**config.mk**
```make
export PLATFORM = sky130hd
export DESIGN_NAME = cpf_check_digit_validator
export DESIGN_NICKNAME = d
export VERILOG_FILES = /design/src/hdl/cpfv_pkg.sv /design/src/hdl/cpfv_front.sv /design/src/hdl/cpfv_queue.sv /design/src/hdl/cpfv_back.sv /design/src/hdl/cpf_check_digit_validator.sv
export SDC_FILE = /design/constraint.sdc
export NUM_CORES = 1
export LEC_CHECK = 0
export BUFFER_PORTS_ARGS = -buffer_cell sky130_fd_sc_hd__buf_2
export CAP_MARGIN = 10
export CELL_PAD_IN_SITES_DETAIL_PLACEMENT = 0
export CELL_PAD_IN_SITES_GLOBAL_PLACEMENT = 1
export CORE_UTILIZATION = 41
export DETAILED_ROUTE_END_ITERATION = 12
export GPL_TIMING_DRIVEN = 0
export PLACE_DENSITY = 0.67
export SYNTH_ARGS = -nofsm -noshare
export SYNTH_HDL_FRONTEND = slang
export SYNTH_SLANG_ARGS = --single-unit
```
**constraint.sdc**
```tcl
create_clock -name clock -period 8.5 [get_ports clock]
set_clock_uncertainty 0.1 [all_clocks]
set_input_delay 1.7 -clock clock [delete_from_list [all_inputs] [get_ports clock]]
set_output_delay 1.7 -clock clock [all_outputs]
set_load 0.01 [all_outputs]
```
**src/hdl/cpfv_pkg.sv**
```systemverilog
package cpfv_pkg;

   localparam int CHAR_WIDTH  = 8;
   localparam int DIGIT_WIDTH = 4;
   localparam int COUNT_WIDTH = 4;
   localparam int ERR_WIDTH   = 3;
   localparam int PROD_WIDTH  = 8;

   localparam logic [CHAR_WIDTH-1:0]  CHAR_ZERO = 8'h30;
   localparam logic [CHAR_WIDTH-1:0]  CHAR_NINE = 8'h39;

   localparam logic [COUNT_WIDTH-1:0] CPF_LENGTH  = 4'd11;
   localparam logic [COUNT_WIDTH-1:0] COUNT_SAT   = 4'd12;
   localparam logic [COUNT_WIDTH-1:0] SUM1_DIGITS = 4'd9;
   localparam logic [COUNT_WIDTH-1:0] SUM2_DIGITS = 4'd10;
   localparam logic [COUNT_WIDTH-1:0] TENTH_POS   = 4'd9;
   localparam logic [COUNT_WIDTH-1:0] ELEVENTH_POS = 4'd10;
   localparam logic [DIGIT_WIDTH-1:0] WEIGHT1_TOP = 4'd10;
   localparam logic [DIGIT_WIDTH-1:0] WEIGHT2_TOP = 4'd11;
   localparam logic [DIGIT_WIDTH-1:0] MOD_BASE    = 4'd11;
   localparam logic [DIGIT_WIDTH-1:0] LOW_REM     = 4'd2;
   localparam logic [DIGIT_WIDTH-1:0] REPEAT_MIN  = 4'd2;

   localparam logic [ERR_WIDTH-1:0] ERR_NONE      = 3'd0;
   localparam logic [ERR_WIDTH-1:0] ERR_LENGTH    = 3'd1;
   localparam logic [ERR_WIDTH-1:0] ERR_REPEAT    = 3'd2;
   localparam logic [ERR_WIDTH-1:0] ERR_CHECK_ONE = 3'd3;
   localparam logic [ERR_WIDTH-1:0] ERR_CHECK_TWO = 3'd4;

   // classified character word passed from front to back
   typedef struct packed {
      logic                   is_digit;
      logic [DIGIT_WIDTH-1:0] digit;
      logic                   last;
   } word_type;

   // string state captured at the last character
   typedef struct packed {
      logic [COUNT_WIDTH-1:0] count;
      logic [DIGIT_WIDTH-1:0] rem_one;
      logic [DIGIT_WIDTH-1:0] rem_two;
      logic [DIGIT_WIDTH-1:0] tenth;
      logic [DIGIT_WIDTH-1:0] eleventh;
      logic [DIGIT_WIDTH-1:0] first;
      logic                   same;
   } finish_type;

   // remainder mod 11 of a value up to 109
   function automatic logic [DIGIT_WIDTH-1:0] mod11_small(input logic [PROD_WIDTH-1:0] v);
      logic [PROD_WIDTH-1:0] r;
      r = v;
      for (int k = 1; k <= 9; k++) begin
         if (v >= PROD_WIDTH'(11 * k)) begin
            r = v - PROD_WIDTH'(11 * k);
         end
      end
      return r[DIGIT_WIDTH-1:0];
   endfunction

   function automatic logic [DIGIT_WIDTH-1:0] check_digit(input logic [DIGIT_WIDTH-1:0] rem);
      return (rem < LOW_REM) ? '0 : (MOD_BASE - rem);
   endfunction

endpackage

```
**src/hdl/cpfv_front.sv**
```systemverilog
module cpfv_front
   import cpfv_pkg::*;
(
   input  logic                  clock,
   input  logic                  reset,
   input  logic                  req_valid,
   output logic                  req_ready,
   input  logic [CHAR_WIDTH-1:0] req_char_byte,
   input  logic                  req_last_char,
   output logic                  word_valid,
   input  logic                  word_ready,
   output word_type              word
);

   logic     valid_ff, valid_in;
   word_type word_ff, word_in;
   logic     is_digit;
   logic     accept;

   assign is_digit  = (req_char_byte >= CHAR_ZERO) && (req_char_byte <= CHAR_NINE);
   assign req_ready = !valid_ff || word_ready;
   assign accept    = req_valid && req_ready;

   always_comb begin
      valid_in = valid_ff && !word_ready;
      word_in  = word_ff;
      if (accept) begin
         // non-digit that does not end the string carries nothing
         valid_in         = is_digit || req_last_char;
         word_in.is_digit = is_digit;
         word_in.digit    = DIGIT_WIDTH'(req_char_byte - CHAR_ZERO);
         word_in.last     = req_last_char;
      end
   end

   always_ff @(posedge clock) begin
      if (reset) begin
         valid_ff <= 1'b0;
      end else begin
         valid_ff <= valid_in;
      end
      word_ff <= word_in;
   end

   assign word_valid = valid_ff;
   assign word       = word_ff;

endmodule

```
**src/hdl/cpfv_queue.sv**
```systemverilog
module cpfv_queue
   import cpfv_pkg::*;
#(
   parameter int DEPTH = 2
) (
   input  logic     clock,
   input  logic     reset,
   input  logic     in_valid,
   output logic     in_ready,
   input  word_type in_word,
   output logic     out_valid,
   input  logic     out_ready,
   output word_type out_word
);

   localparam int AW = (DEPTH > 1) ? $clog2(DEPTH) : 1;
   localparam int CW = $clog2(DEPTH + 1);
   localparam logic [AW-1:0] LAST_PTR = AW'(DEPTH - 1);

   word_type        mem_ff [DEPTH];
   logic [AW-1:0]   wr_ptr_ff, wr_ptr_in;
   logic [AW-1:0]   rd_ptr_ff, rd_ptr_in;
   logic [CW-1:0]   count_ff, count_in;
   logic            push, pop;

   assign in_ready  = count_ff < CW'(DEPTH);
   assign out_valid = count_ff != '0;
   assign push      = in_valid && in_ready;
   assign pop       = out_valid && out_ready;
   assign out_word  = mem_ff[rd_ptr_ff];

   always_comb begin
      wr_ptr_in = wr_ptr_ff;
      rd_ptr_in = rd_ptr_ff;
      count_in  = count_ff;
      if (push) begin
         wr_ptr_in = (wr_ptr_ff == LAST_PTR) ? '0 : wr_ptr_ff + AW'(1);
      end
      if (pop) begin
         rd_ptr_in = (rd_ptr_ff == LAST_PTR) ? '0 : rd_ptr_ff + AW'(1);
      end
      if (push && !pop) begin
         count_in = count_ff + CW'(1);
      end else if (pop && !push) begin
         count_in = count_ff - CW'(1);
      end
   end

   always_ff @(posedge clock) begin
      if (reset) begin
         wr_ptr_ff <= '0;
         rd_ptr_ff <= '0;
         count_ff  <= '0;
      end else begin
         wr_ptr_ff <= wr_ptr_in;
         rd_ptr_ff <= rd_ptr_in;
         count_ff  <= count_in;
      end
      if (push) begin
         mem_ff[wr_ptr_ff] <= in_word;
      end
   end

endmodule

```
**src/hdl/cpfv_back.sv**
```systemverilog
module cpfv_back
   import cpfv_pkg::*;
(
   input  logic                   clock,
   input  logic                   reset,
   input  logic                   word_valid,
   output logic                   word_ready,
   input  word_type               word,
   output logic                   rsp_valid,
   input  logic                   rsp_ready,
   output logic                   rsp_is_valid,
   output logic [ERR_WIDTH-1:0]   rsp_error_code,
   output logic [COUNT_WIDTH-1:0] rsp_digits_seen
);

   // running string state, sums kept as remainders mod 11
   logic [COUNT_WIDTH-1:0] count_ff, count_in;
   logic [DIGIT_WIDTH-1:0] rem_one_ff, rem_one_in;
   logic [DIGIT_WIDTH-1:0] rem_two_ff, rem_two_in;
   logic [DIGIT_WIDTH-1:0] tenth_ff, tenth_in;
   logic [DIGIT_WIDTH-1:0] eleventh_ff, eleventh_in;
   logic [DIGIT_WIDTH-1:0] first_ff, first_in;
   logic                   same_ff, same_in;

   logic                   fin_valid_ff, fin_valid_in;
   finish_type             fin_ff, fin_in;

   logic                   rsp_valid_ff, rsp_valid_in;
   logic                   is_valid_ff;
   logic [ERR_WIDTH-1:0]   error_ff, error_in;
   logic [COUNT_WIDTH-1:0] seen_ff;

   logic                   out_free, fin_move, fin_free, take;
   logic [PROD_WIDTH-1:0]  prod_one, prod_two;
   logic [DIGIT_WIDTH-1:0] d;
   finish_type             upd;

   assign out_free   = !rsp_valid_ff || rsp_ready;
   assign fin_move   = fin_valid_ff && out_free;
   assign fin_free   = !fin_valid_ff || fin_move;
   assign word_ready = !word.last || fin_free;
   assign take       = word_valid && word_ready;

   assign d        = word.digit;
   assign prod_one = PROD_WIDTH'(d) * PROD_WIDTH'(WEIGHT1_TOP - count_ff);
   assign prod_two = PROD_WIDTH'(d) * PROD_WIDTH'(WEIGHT2_TOP - count_ff);

   // state after taking this word's digit
   always_comb begin
      upd.count    = count_ff;
      upd.rem_one  = rem_one_ff;
      upd.rem_two  = rem_two_ff;
      upd.tenth    = tenth_ff;
      upd.eleventh = eleventh_ff;
      upd.first    = first_ff;
      upd.same     = same_ff;
      if (word.is_digit) begin
         if (count_ff < SUM1_DIGITS) begin
            upd.rem_one = mod11_small(PROD_WIDTH'(rem_one_ff) + prod_one);
         end
         if (count_ff < SUM2_DIGITS) begin
            upd.rem_two = mod11_small(PROD_WIDTH'(rem_two_ff) + prod_two);
         end
         if (count_ff == '0) begin
            upd.first = d;
         end else if (count_ff < CPF_LENGTH && d != first_ff) begin
            upd.same = 1'b0;
         end
         if (count_ff == TENTH_POS) begin
            upd.tenth = d;
         end
         if (count_ff == ELEVENTH_POS) begin
            upd.eleventh = d;
         end
         if (count_ff < COUNT_SAT) begin
            upd.count = count_ff + COUNT_WIDTH'(1);
         end
      end
   end

   always_comb begin
      count_in     = count_ff;
      rem_one_in   = rem_one_ff;
      rem_two_in   = rem_two_ff;
      tenth_in     = tenth_ff;
      eleventh_in  = eleventh_ff;
      first_in     = first_ff;
      same_in      = same_ff;
      fin_valid_in = fin_valid_ff && !fin_move;
      fin_in       = fin_ff;
      if (take) begin
         if (word.last) begin
            fin_valid_in = 1'b1;
            fin_in       = upd;
            count_in     = '0;
            rem_one_in   = '0;
            rem_two_in   = '0;
            tenth_in     = '0;
            eleventh_in  = '0;
            first_in     = '0;
            same_in      = 1'b1;
         end else begin
            count_in     = upd.count;
            rem_one_in   = upd.rem_one;
            rem_two_in   = upd.rem_two;
            tenth_in     = upd.tenth;
            eleventh_in  = upd.eleventh;
            first_in     = upd.first;
            same_in      = upd.same;
         end
      end
   end

   always_comb begin
      if (fin_ff.count != CPF_LENGTH) begin
         error_in = ERR_LENGTH;
      end else if (fin_ff.same && fin_ff.first >= REPEAT_MIN) begin
         error_in = ERR_REPEAT;
      end else if (check_digit(fin_ff.rem_one) != fin_ff.tenth) begin
         error_in = ERR_CHECK_ONE;
      end else if (check_digit(fin_ff.rem_two) != fin_ff.eleventh) begin
         error_in = ERR_CHECK_TWO;
      end else begin
         error_in = ERR_NONE;
      end
   end

   assign rsp_valid_in = fin_move || (rsp_valid_ff && !rsp_ready);

   always_ff @(posedge clock) begin
      if (reset) begin
         count_ff     <= '0;
         rem_one_ff   <= '0;
         rem_two_ff   <= '0;
         tenth_ff     <= '0;
         eleventh_ff  <= '0;
         first_ff     <= '0;
         same_ff      <= 1'b1;
         fin_valid_ff <= 1'b0;
         rsp_valid_ff <= 1'b0;
      end else begin
         count_ff     <= count_in;
         rem_one_ff   <= rem_one_in;
         rem_two_ff   <= rem_two_in;
         tenth_ff     <= tenth_in;
         eleventh_ff  <= eleventh_in;
         first_ff     <= first_in;
         same_ff      <= same_in;
         fin_valid_ff <= fin_valid_in;
         rsp_valid_ff <= rsp_valid_in;
      end
      fin_ff <= fin_in;
      if (fin_move) begin
         is_valid_ff <= (error_in == ERR_NONE);
         error_ff    <= error_in;
         seen_ff     <= fin_ff.count;
      end
   end

   assign rsp_valid       = rsp_valid_ff;
   assign rsp_is_valid    = is_valid_ff;
   assign rsp_error_code  = error_ff;
   assign rsp_digits_seen = seen_ff;

endmodule

```
**src/hdl/cpf_check_digit_validator.sv**
```systemverilog
// CPF check-digit validator.
// req_ channel: one character word per transfer (req_char_byte), with
// req_last_char marking the end of the string. Non-digit characters are
// ignored; the count of digits saturates at 12.
// rsp_ channel: one word per string, sent after the last character:
// rsp_is_valid, rsp_error_code (0 ok, 1 length, 2 repeated digit,
// 3 first check digit, 4 second check digit) and rsp_digits_seen.
// Throughput: one character per cycle, sustained while rsp_ready is high.
// The front register, the queue and the accumulate stage each pass one
// word per cycle when not stalled. After the last character is accepted
// (the front register loads at the accepting edge), its word goes through
// the queue and the accumulate stage into the result register on rsp_.
// Reset clears the string state and empties all stages; no words are
// pending afterward. When rsp_ready is low the result register holds,
// the finish stage holds the next result, the following last character
// waits at the queue head, and req_ready drops once the queue and the
// front register are full; no word is lost.
module cpf_check_digit_validator
   import cpfv_pkg::*;
#(
   parameter int QUEUE_DEPTH = 2
) (
   input  logic                   clock,
   input  logic                   reset,
   input  logic                   req_valid,
   output logic                   req_ready,
   input  logic [CHAR_WIDTH-1:0]  req_char_byte,
   input  logic                   req_last_char,
   output logic                   rsp_valid,
   input  logic                   rsp_ready,
   output logic                   rsp_is_valid,
   output logic [ERR_WIDTH-1:0]   rsp_error_code,
   output logic [COUNT_WIDTH-1:0] rsp_digits_seen
);

   logic     front_valid, front_ready;
   word_type front_word;
   logic     back_valid, back_ready;
   word_type back_word;

   cpfv_front u_front (
      .clock         (clock),
      .reset         (reset),
      .req_valid     (req_valid),
      .req_ready     (req_ready),
      .req_char_byte (req_char_byte),
      .req_last_char (req_last_char),
      .word_valid    (front_valid),
      .word_ready    (front_ready),
      .word          (front_word)
   );

   cpfv_queue #(
      .DEPTH (QUEUE_DEPTH)
   ) u_queue (
      .clock     (clock),
      .reset     (reset),
      .in_valid  (front_valid),
      .in_ready  (front_ready),
      .in_word   (front_word),
      .out_valid (back_valid),
      .out_ready (back_ready),
      .out_word  (back_word)
   );

   cpfv_back u_back (
      .clock           (clock),
      .reset           (reset),
      .word_valid      (back_valid),
      .word_ready      (back_ready),
      .word            (back_word),
      .rsp_valid       (rsp_valid),
      .rsp_ready       (rsp_ready),
      .rsp_is_valid    (rsp_is_valid),
      .rsp_error_code  (rsp_error_code),
      .rsp_digits_seen (rsp_digits_seen)
   );

endmodule

```
==> results of run 1 <==
## critical path: cells and delay by family (launching register included)
kind / cells / cell delay, ps
compound gates: 4 / 720
xor+xnor: 1 / 550
fa+ha+maj: 6 / 2660
buf+inv: 4 / 1160
flops: 1 / 380
simple gates: 6 / 1440
## stage by stage
step,utilization (%),setup WS [ps],hold WS [ps],area [um2],cells
finish,46.1,1220,346,7630,991
global route,46.1,897,350,7630,991
CTS,46.1,1220,343,7630,991
detailed placement,44.2,1260,329,7310,975
global placement,44.0,1210,329,7280,974
floorplan,-,2300,318,6890,732
## routing by layer
metal	global-route usage (%)	vias to the layer above	part of all wire (%)
met5	0	-	0
met2	34.1	138	50
li1	-	2718	-
met1	24.7	2658	44
met3	3.28	27	4.1
met4	5.10	0	1.9
## cell families after synthesis
kind of cell             after synthesis  share of synthesized area [%]
multiplexers                          14                           2.83
adder cells (fa/ha/maj)               93                           19.3
buffers and inverters                 76                           4.32
AND/OR/NAND/NOR                      227                           16.0
flip-flops                            83                           31.4
XOR/XNOR                              48                           6.84
AO/OA/AOI/OAI                        191                           19.3
## worst paths after layout
check	from	end	slack, ps	cells past startpoint
setup reg to reg	u_back.count_ff[0]	u_back.fin_ff[18]	1220	21
setup / recovery	u_back.count_ff[0]	u_back.fin_ff[18]	1220	21
hold / removal	u_front.word[2]	u_queue.mem_ff[0][2]	350	0
hold reg to reg	u_front.word[2]	u_queue.mem_ff[0][2]	350	0
## final cells by class
cell class	count	share of cell area, %
Tap cell	220	3.61
Clock buffer	10	3.00
Timing Repair Buffer	23	1.80
Sequential cell	83	28.4
Clock inverter	6	1.18
Multi-Input combinational cell	573	58.1
Inverter	46	2.26
Buffer	30	1.64
## synth_stat cells, drive strengths merged (7+ instances only)
cell | instances | area (um2)
dfxtp | 33 | 661
nand2b | 9 | 56.3
edfxtp | 50 | 1500
clkbuf | 24 | 90.1
inv | 45 | 169
o32ai | 10 | 95.1
xor2 | 16 | 148
mux2i | 10 | 150
fa | 22 | 440
a21oi | 47 | 235
and2 | 8 | 50.1
nor2b | 15 | 93.8
o21ai | 33 | 165
nand2 | 43 | 161
nor2 | 95 | 359
a22oi | 15 | 113
o211ai | 10 | 75.1
nand3 | 7 | 35.0
xnor2 | 30 | 278
or2 | 11 | 68.8
a211oi | 12 | 90.1
ha | 71 | 888
## registers in the layout, indices dropped and copies added (netlist names), 2 cells and up, named ones only
| register | flops |
|---|---|
| u_queue.mem_ff | 12 |
| u_back.rsp_error_code | 3 |
| u_back.fin_ff | 24 |
| u_queue.count_ff | 2 |
| u_back.first_ff | 4 |
| u_back.eleventh_ff | 4 |
| u_back.rem_one_ff | 4 |
| u_back.rsp_digits_seen | 4 |
| u_front.word | 6 |
| u_back.rem_two_ff | 4 |
| u_back.count_ff | 4 |
| u_back.tenth_ff | 4 |
==> results.json, run 1 <==
{
  "status": "finished clean",
  "drt_iter0_markers": 285,
  "grt_pass1_wl_mm": 26.9,
  "synth_nets": 838,
  "min_period_ps": 7280,
  "final.setup.tns_ps": 0,
  "clockBufferDepth": 2,
  "nNetsFinal": 872,
  "criticalPathCategory": "reg2reg",
  "finalMaxSlewViolations": 0,
  "finalHoldViolCount": 0,
  "worst_setup_path_end_kind": "register",
  "crit_chain": "clkbuf_1 > inv_1 > ha_1 > or2_2 > fa_1 > fa_1 > inv_1 > fa_1 > ha_1 > xnor2_2 > clkinv_1 > ha_1 > and2_1 > o32a_1 > nand2_1 > nand2_1 > a211oi_1 > a211oi_1 > or4_1 > nand4_1 > o21ai_1",
  "grt_overflow_total": 0,
  "period_share_pct": 85.7,
  "clk_pin_slew_worst_paths_ps": 60,
  "antenna_found_initial": 0,
  "hold_path_class": "reg2reg",
  "syn_area_um2": 6890,
  "grt_setup_unrepaired": "no",
  "root_buffer": "clkbuf_16",
  "ant_nets": 0,
  "viasPerCell": 5.59,
  "die_w_um": 132,
  "antenna_cells": 0,
  "slew_headroom_pct": 28.5,
  "cts_buffers": 9,
  "final_cell_mix": "nor2_1, ha_1, edfxtp_1, a21oi_1, inv_1",
  "die_area_um2": 17300,
  "clock_sinks": 83,
  "start_util_pct": 41.7,
  "ys_seq_area_share_pct": 31.4,
  "setup_violations": 0,
  "layout_commonest_cell": "nor2_1",
  "tightest_slew_ps": 1060,
  "drc": 0,
  "clk_latency_ps": 330,
  "io_buffers": 22,
  "critPathMaxFanout": 11,
  "ys_async_sr_fraction_pct": 0,
  "post_cts_resize_count": 0,
  "cts_hold_buf": 0,
  "start_kind": "register",
  "cts_tree": "yes",
  "die_y_um": 132,
  "dp_hpwl_mm": 13.2,
  "first_global_vias": 5325,
  "syn_avg_cell_area_um2": 9.41,
  "syn_inst": 732,
  "gp_congestion": 0.885,
  "regArea_um2": 2160,
  "ys_types": 85,
  "required_ps": 8470,
  "core-area_um2": 16500,
  "synth_edf_count": 50,
  "layout-drive-gt1-share_pct": 9.73,
  "syn2layout_area_growth_pct": 10.7,
  "multiInputGateArea_um2": 4430,
  "wl_mm": 16.6,
  "post_drt_wl_per_cell_um": 16.8,
  "arrival_ps": 7250,
  "n_fill_cell": 1593,
  "ys_ff_latch": 83,
  "cap_viol_max_count": 0,
  "cts_setup_buffers": 0,
  "fmaxAchievable_ghz": 0.137,
  "crit_path_top_delay_cell": "fa_1",
  "synth_ff_type": "edfxtp_1",
  "htree_num_levels": 3,
  "grt_max_degree": 19,
  "dr_total_vias": 5541,
  "ys_warn_count": 0,
  "fp-row-count": 47,
  "cpPeakStageDelay_ps": 570,
  "drt_pass1_iterations": 4,
  "ioPinCount": 23,
  "gr-usage-all-layers_pct": 19.5
}
Power of run 1 is not shown: default switching activity piles up to over one toggle a cycle in this logic, so the estimate is an artifact.
==> run 2, diff against run 1 <==
ABC_AREA = 1   (was unset)
PLACE_DENSITY = 0.69   (was 0.67)
SLEW_MARGIN = 20   (was unset)
==> run 2 against run 1 <==
  * Worst setup slack improved by 180 ps
  * Sequential share of layout area about the same
  * Critical endpoint is now u_back.fin_ff[20]
  * Non-clock buffer count decreased by 19
  * First-iteration DRC count decreased by 8.1%
  * Critical path type unchanged
  * Sequential cell count unchanged
  * Highest routed layer unchanged
  * Die area increased by 0.88%
  * Global-route usage decreased by 0.20 points
  * Area after synthesis increased by 0.89%
  * Largest cell class unchanged
==> results.json, run 2 <==
{
  "status": "finished clean",
  "ant_nets": 0,
  "nNetsFinal": 1019,
  "cts_setup_buffers": 0,
  "finalHoldViolCount": 0,
  "antenna_found_initial": 0,
  "path_common_cell": "nand2_1",
  "ys_warn_count": 0,
  "gr-usage-all-layers_pct": 19.3,
  "layout_commonest_cell": "nand2_1",
  "n_fill_cell": 1658,
  "grt_pass1_wl_mm": 26.9,
  "crit_path_top_delay_cell": "fa_1",
  "antenna_cells": 0,
  "min_period_ps": 7100,
  "die_w_um": 132,
  "ioPinCount": 23,
  "post_drt_wl_per_cell_um": 14.2,
  "die_y_um": 132,
  "arrival_ps": 7110,
  "layout.cells.non_filler": 1138,
  "critPathMaxFanout": 11,
  "start_util_pct": 41.9,
  "dr_total_vias": 5671,
  "cts_tree": "yes",
  "dp.cells": 1122,
  "synth_area_leaders": "edfxtp_1, ha_1, nand2_1",
  "syn2layout_area_growth_pct": 9.72,
  "viasPerCell": 4.98,
  "fp-row-count": 47,
  "final.setup.tns_ps": 0,
  "utilization_pct": 46.0,
  "pre_cts_ws_ps": 1380,
  "core-area_um2": 16600,
  "worst_setup_path_end_kind": "register",
  "synth_ff_type": "edfxtp_1",
  "die_area_um2": 17500,
  "synth_nets": 986,
  "criticalPathCategory": "reg2reg",
  "critPathBufInv": 6,
  "slew_headroom_pct": 34.2,
  "root_buffer": "clkbuf_16",
  "drc": 0,
  "final_cell_mix": "nand2_1, inv_1, nor2_1, ha_1, a21oi_1",
  "clockBufferDepth": 2,
  "grt_overflow_total": 0,
  "drt_iter0_markers": 262,
  "tightest_slew_ps": 986,
  "syn_avg_cell_area_um2": 7.90,
  "start_kind": "register",
  "setup_violations": 0,
  "gp_congestion": 0.891,
  "clock_sinks": 83,
  "syn_area_um2": 6950,
  "largest_register_ff_count": 24,
  "cap_viol_max_count": 0,
  "syn_inst": 880,
  "cpPeakStageDelay_ps": 550,
  "ys_ff_latch": 83,
  "drt_pass1_iterations": 5,
  "cts_buffers": 9,
  "required_ps": 8500,
  "clk_pin_slew_worst_paths_ps": 70,
  "htree_num_levels": 3,
  "layout-drive-gt1-share_pct": 11.3,
  "regMostFlops": "u_back.fin_ff",
  "finalMaxSlewViolations": 0,
  "synth_common_cells": "nand2_1, inv_1, nor2_1, ha_1, a21oi_1",
  "wl_mm": 16.2,
  "synth_top_area_share_pct": 21.6,
  "grt_setup_unrepaired": "no",
  "ys_types": 55,
  "clk_latency_ps": 340,
  "hold_path_class": "reg2reg",
  "synth_top_area_cell": "edfxtp_1",
  "synth_edf_count": 50,
  "io_buffers": 22,
  "post_cts_resize_count": 0,
  "period_share_pct": 83.6,
  "yosysMostFrequentCell": "nand2_1",
  "cts_hold_buf": 0,
  "dp_hpwl_mm": 12.6,
  "cp_top_family": "adder cells",
  "layout_setup_ws_ps": 1400,
  "first_global_vias": 5319,
  "fmaxAchievable_ghz": 0.141,
  "ys_async_sr_fraction_pct": 0,
  "grt_max_degree": 27,
  "ys_seq_area_share_pct": 31.1
}
run 2: cell count changes in the layout (fill, tap and decap cells not counted), sizes merged, moves of 14 or more:
cell / delta
inv: +78
clkbuf: -14
nand2: +178
nor2b: -15
a21oi: +22
nand3: +29
run 2: final timing paths:
check                      from                   endpoint  slack (ps)  cells after the start
max reg2reg  u_back.count_ff[0]          u_back.fin_ff[20]        1400                     28
min           u_back.fin_ff[21]  u_back.rsp_digits_seen[0]         340                      0
max          u_back.count_ff[0]          u_back.fin_ff[20]        1400                     28
min reg2reg   u_back.fin_ff[21]  u_back.rsp_digits_seen[0]         340                      0
run 2: through the flow:
stage               hold WS, ps  area, um2
floorplan                   318       6950
global placement            327       7340
detailed placement          327       7340
CTS                         338       7630
global route                348       7630
finish                      340       7630
run 2: metal layers:
layer | wire length [um] | GRT usage [%] | up-vias
li1 | - | - | 2929
met1 | 8130 | 28.0 | 2663
met2 | 7580 | 31.0 | 72
met3 | 390 | 2.65 | 7
met4 | 88 | 3.26 | 0
met5 | 0 | 0 | -
run 2: final cells by class:
cell class	instances	area (um2)	area share, %
Timing Repair Buffer	22	110	1.44
Sequential cell	83	2160	28.3
Clock buffer	12	256	3.36
Inverter	125	478	6.27
Tap cell	220	275	3.61
Buffer	12	55.1	0.722
Multi-Input combinational cell	660	4260	55.8
Clock inverter	4	33.8	0.443
run 2: kinds of logic (layout without fill, tap and decap cells):
group	Yosys count	after routing	share of synthesized area, %
AO/OA/AOI/OAI	145	145	12.4
XOR/XNOR	40	40	5.36
adder cells (fa/ha/maj)	93	93	19.1
buffers and inverters	137	175	7.67
flip-flops	83	83	31.1
AND/OR/NAND/NOR	382	382	24.3
run 2: worst register-to-register path, delay by kind of cell, from the launching register on:
family,cells,cell delay [ps]
flops,1,390
buf+inv,6,1620
compound gates,3,720
xor+xnor,1,230
fa+ha+maj,6,2600
simple gates,12,1190
Power of run 2 is left out for the same reason.
==> run 3, diff against run 2 <==
clock period = 7.4 ns   (was 8.5 ns; I/O delays follow)
==> run 3 against run 2 <==
  * Sequential cell count unchanged
  * Global-route usage unchanged
  * Largest cell class unchanged
  * Cell count unchanged
==> results.json, run 3 (synthesis gave the netlist of run 2 again) <==
{
  "die_area_um2": 17500,
  "layout_commonest_cell": "nand2_1",
  "layout-drive-gt1-share_pct": 11.4,
  "clock_sinks": 83,
  "viasPerCell": 4.99,
  "antenna_cells": 0,
  "dp_hpwl_mm": 12.6,
  "wl_mm": 16.2,
  "start_kind": "register",
  "period_share_pct": 91.6,
  "grt_setup_unrepaired": "no",
  "largest_register_ff_count": 24,
  "dr_total_vias": 5674,
  "hold_slack_ps": 340,
  "path_common_cell": "nand2_1",
  "io_buffers": 22,
  "crit_path_top_delay_cell": "fa_1",
  "critPathBufInv": 6,
  "post_drt_wl_per_cell_um": 14.2,
  "highest_layer": "met4",
  "cts_setup_buffers": 0,
  "regMostFlops": "u_back.fin_ff",
  "required_ps": 7400,
  "arrival_ps": 6780,
  "hold_end": "u_back.rsp_digits_seen[0]",
  "post_cts_resize_count": 0,
  "final.setup.tns_ps": 0,
  "critPathMaxFanout": 11,
  "cp_top_family": "adder cells",
  "r2r-end": "u_back.fin_ff[20]",
  "start_util_pct": 41.9,
  "ant_nets": 0,
  "grt_pass1_wl_mm": 26.9,
  "min_period_ps": 6780,
  "met2RoutedLength_mm": 7.57,
  "finalHoldViolCount": 0,
  "fp-row-count": 47,
  "core-area_um2": 16600,
  "cap_viol_max_count": 0,
  "die_w_um": 132,
  "cpPeakStageDelay_ps": 550,
  "drt_pass1_iterations": 5,
  "r2r_start": "u_back.count_ff[0]",
  "fmaxAchievable_ghz": 0.148,
  "slew_headroom_pct": 34.2,
  "clockBufferDepth": 2,
  "wl_met1_mm": 8.09,
  "status": "finished clean",
  "clk_pin_slew_worst_paths_ps": 70,
  "syn2layout_area_growth_pct": 9.74,
  "finalMaxSlewViolations": 0,
  "drc": 0,
  "grt_overflow_total": 0,
  "first_global_vias": 5319,
  "hold_path_class": "reg2reg",
  "worst_setup_path_end_kind": "register",
  "drt_iter0_markers": 262,
  "clk_latency_ps": 340,
  "grt_max_degree": 27,
  "hp-start": "u_back.fin_ff[21]",
  "die_y_um": 132,
  "cts_tree": "yes",
  "gp_congestion": 0.891,
  "ff2ff_path_depth": 28,
  "tightest_slew_ps": 986,
  "gr-usage-all-layers_pct": 19.3,
  "ioPinCount": 23,
  "wl_met3_um": 420,
  "r2r_slack_ps": 620,
  "nNetsFinal": 1019,
  "setup_violations": 0,
  "cts_buffers": 9,
  "criticalPathCategory": "reg2reg",
  "root_buffer": "clkbuf_16",
  "hold_depth": 0,
  "antenna_found_initial": 0,
  "cts_hold_buf": 0,
  "htree_num_levels": 3,
  "final_cell_mix": "nand2_1, inv_1, nor2_1, ha_1, a21oi_1"
}
[run 3: changes by cell type in the layout (fill, tap and decap cells not counted)]
cell,delta
clkbuf_2,+1
buf_1,-1
[run 3: worst max path at each step]
stage / start / end / slack [ps] / cells past startpoint
2_1_floorplan: u_back.count_ff[0] / u_back.fin_ff[17] / 1500 / 26
3_3_place_gp: u_back.count_ff[0] / u_back.fin_ff[18] / 340 / 28
3_5_place_dp: u_back.count_ff[0] / u_back.fin_ff[20] / 280 / 28
4_1_cts: u_back.count_ff[0] / u_back.fin_ff[20] / 240 / 28
5_1_grt: u_back.count_ff[0] / u_back.fin_ff[20] / 130 / 28
6_report: u_back.count_ff[0] / u_back.fin_ff[20] / 620 / 28
[run 3: final cells by class]
class                      count  area (um2)
buffer                        12        56.3
clock buffer                  12         256
clock inverter                 4        33.8
tap                          220         275
sequential                    83        2160
timing repair buffer          22         110
inverter                     125         478
fill                        1658        8950
multi-input combinational    660        4260
[run 3: worst reg2reg max path: cells and delay by family, from the launching register on]
| kind | cells | cell delay (ps) |
|---|---|---|
| AOI/OAI and AO/OA | 3 | 720 |
| xor gates and xnor gates | 1 | 230 |
| adders and majority gates | 6 | 2570 |
| buffers and inverters | 6 | 1340 |
| DFF | 1 | 390 |
| and+or+nand+nor | 12 | 1180 |
[run 3: through the flow]
| stage | instances | util (%) | instance area (um2) | setup WS, ps |
|---|---|---|---|---|
| CTS | 1138 | 46.0 | 7630 | 242 |
| floorplan | 880 | - | 6950 | 1500 |
| detailed placement | 1122 | 44.3 | 7340 | 284 |
| global route | 1138 | 46.0 | 7630 | 131 |
| global placement | 1122 | 44.3 | 7340 | 344 |
| finish | 1138 | 46.0 | 7630 | 623 |
[run 3: per-layer routing]
layer | up-vias | GRT usage [%]
met5 | - | 0
met2 | 78 | 31.0
met4 | 0 | 3.26
met3 | 7 | 2.65
met1 | 2662 | 28.0
li1 | 2927 | -
Power of run 3 is left out for the same reason.
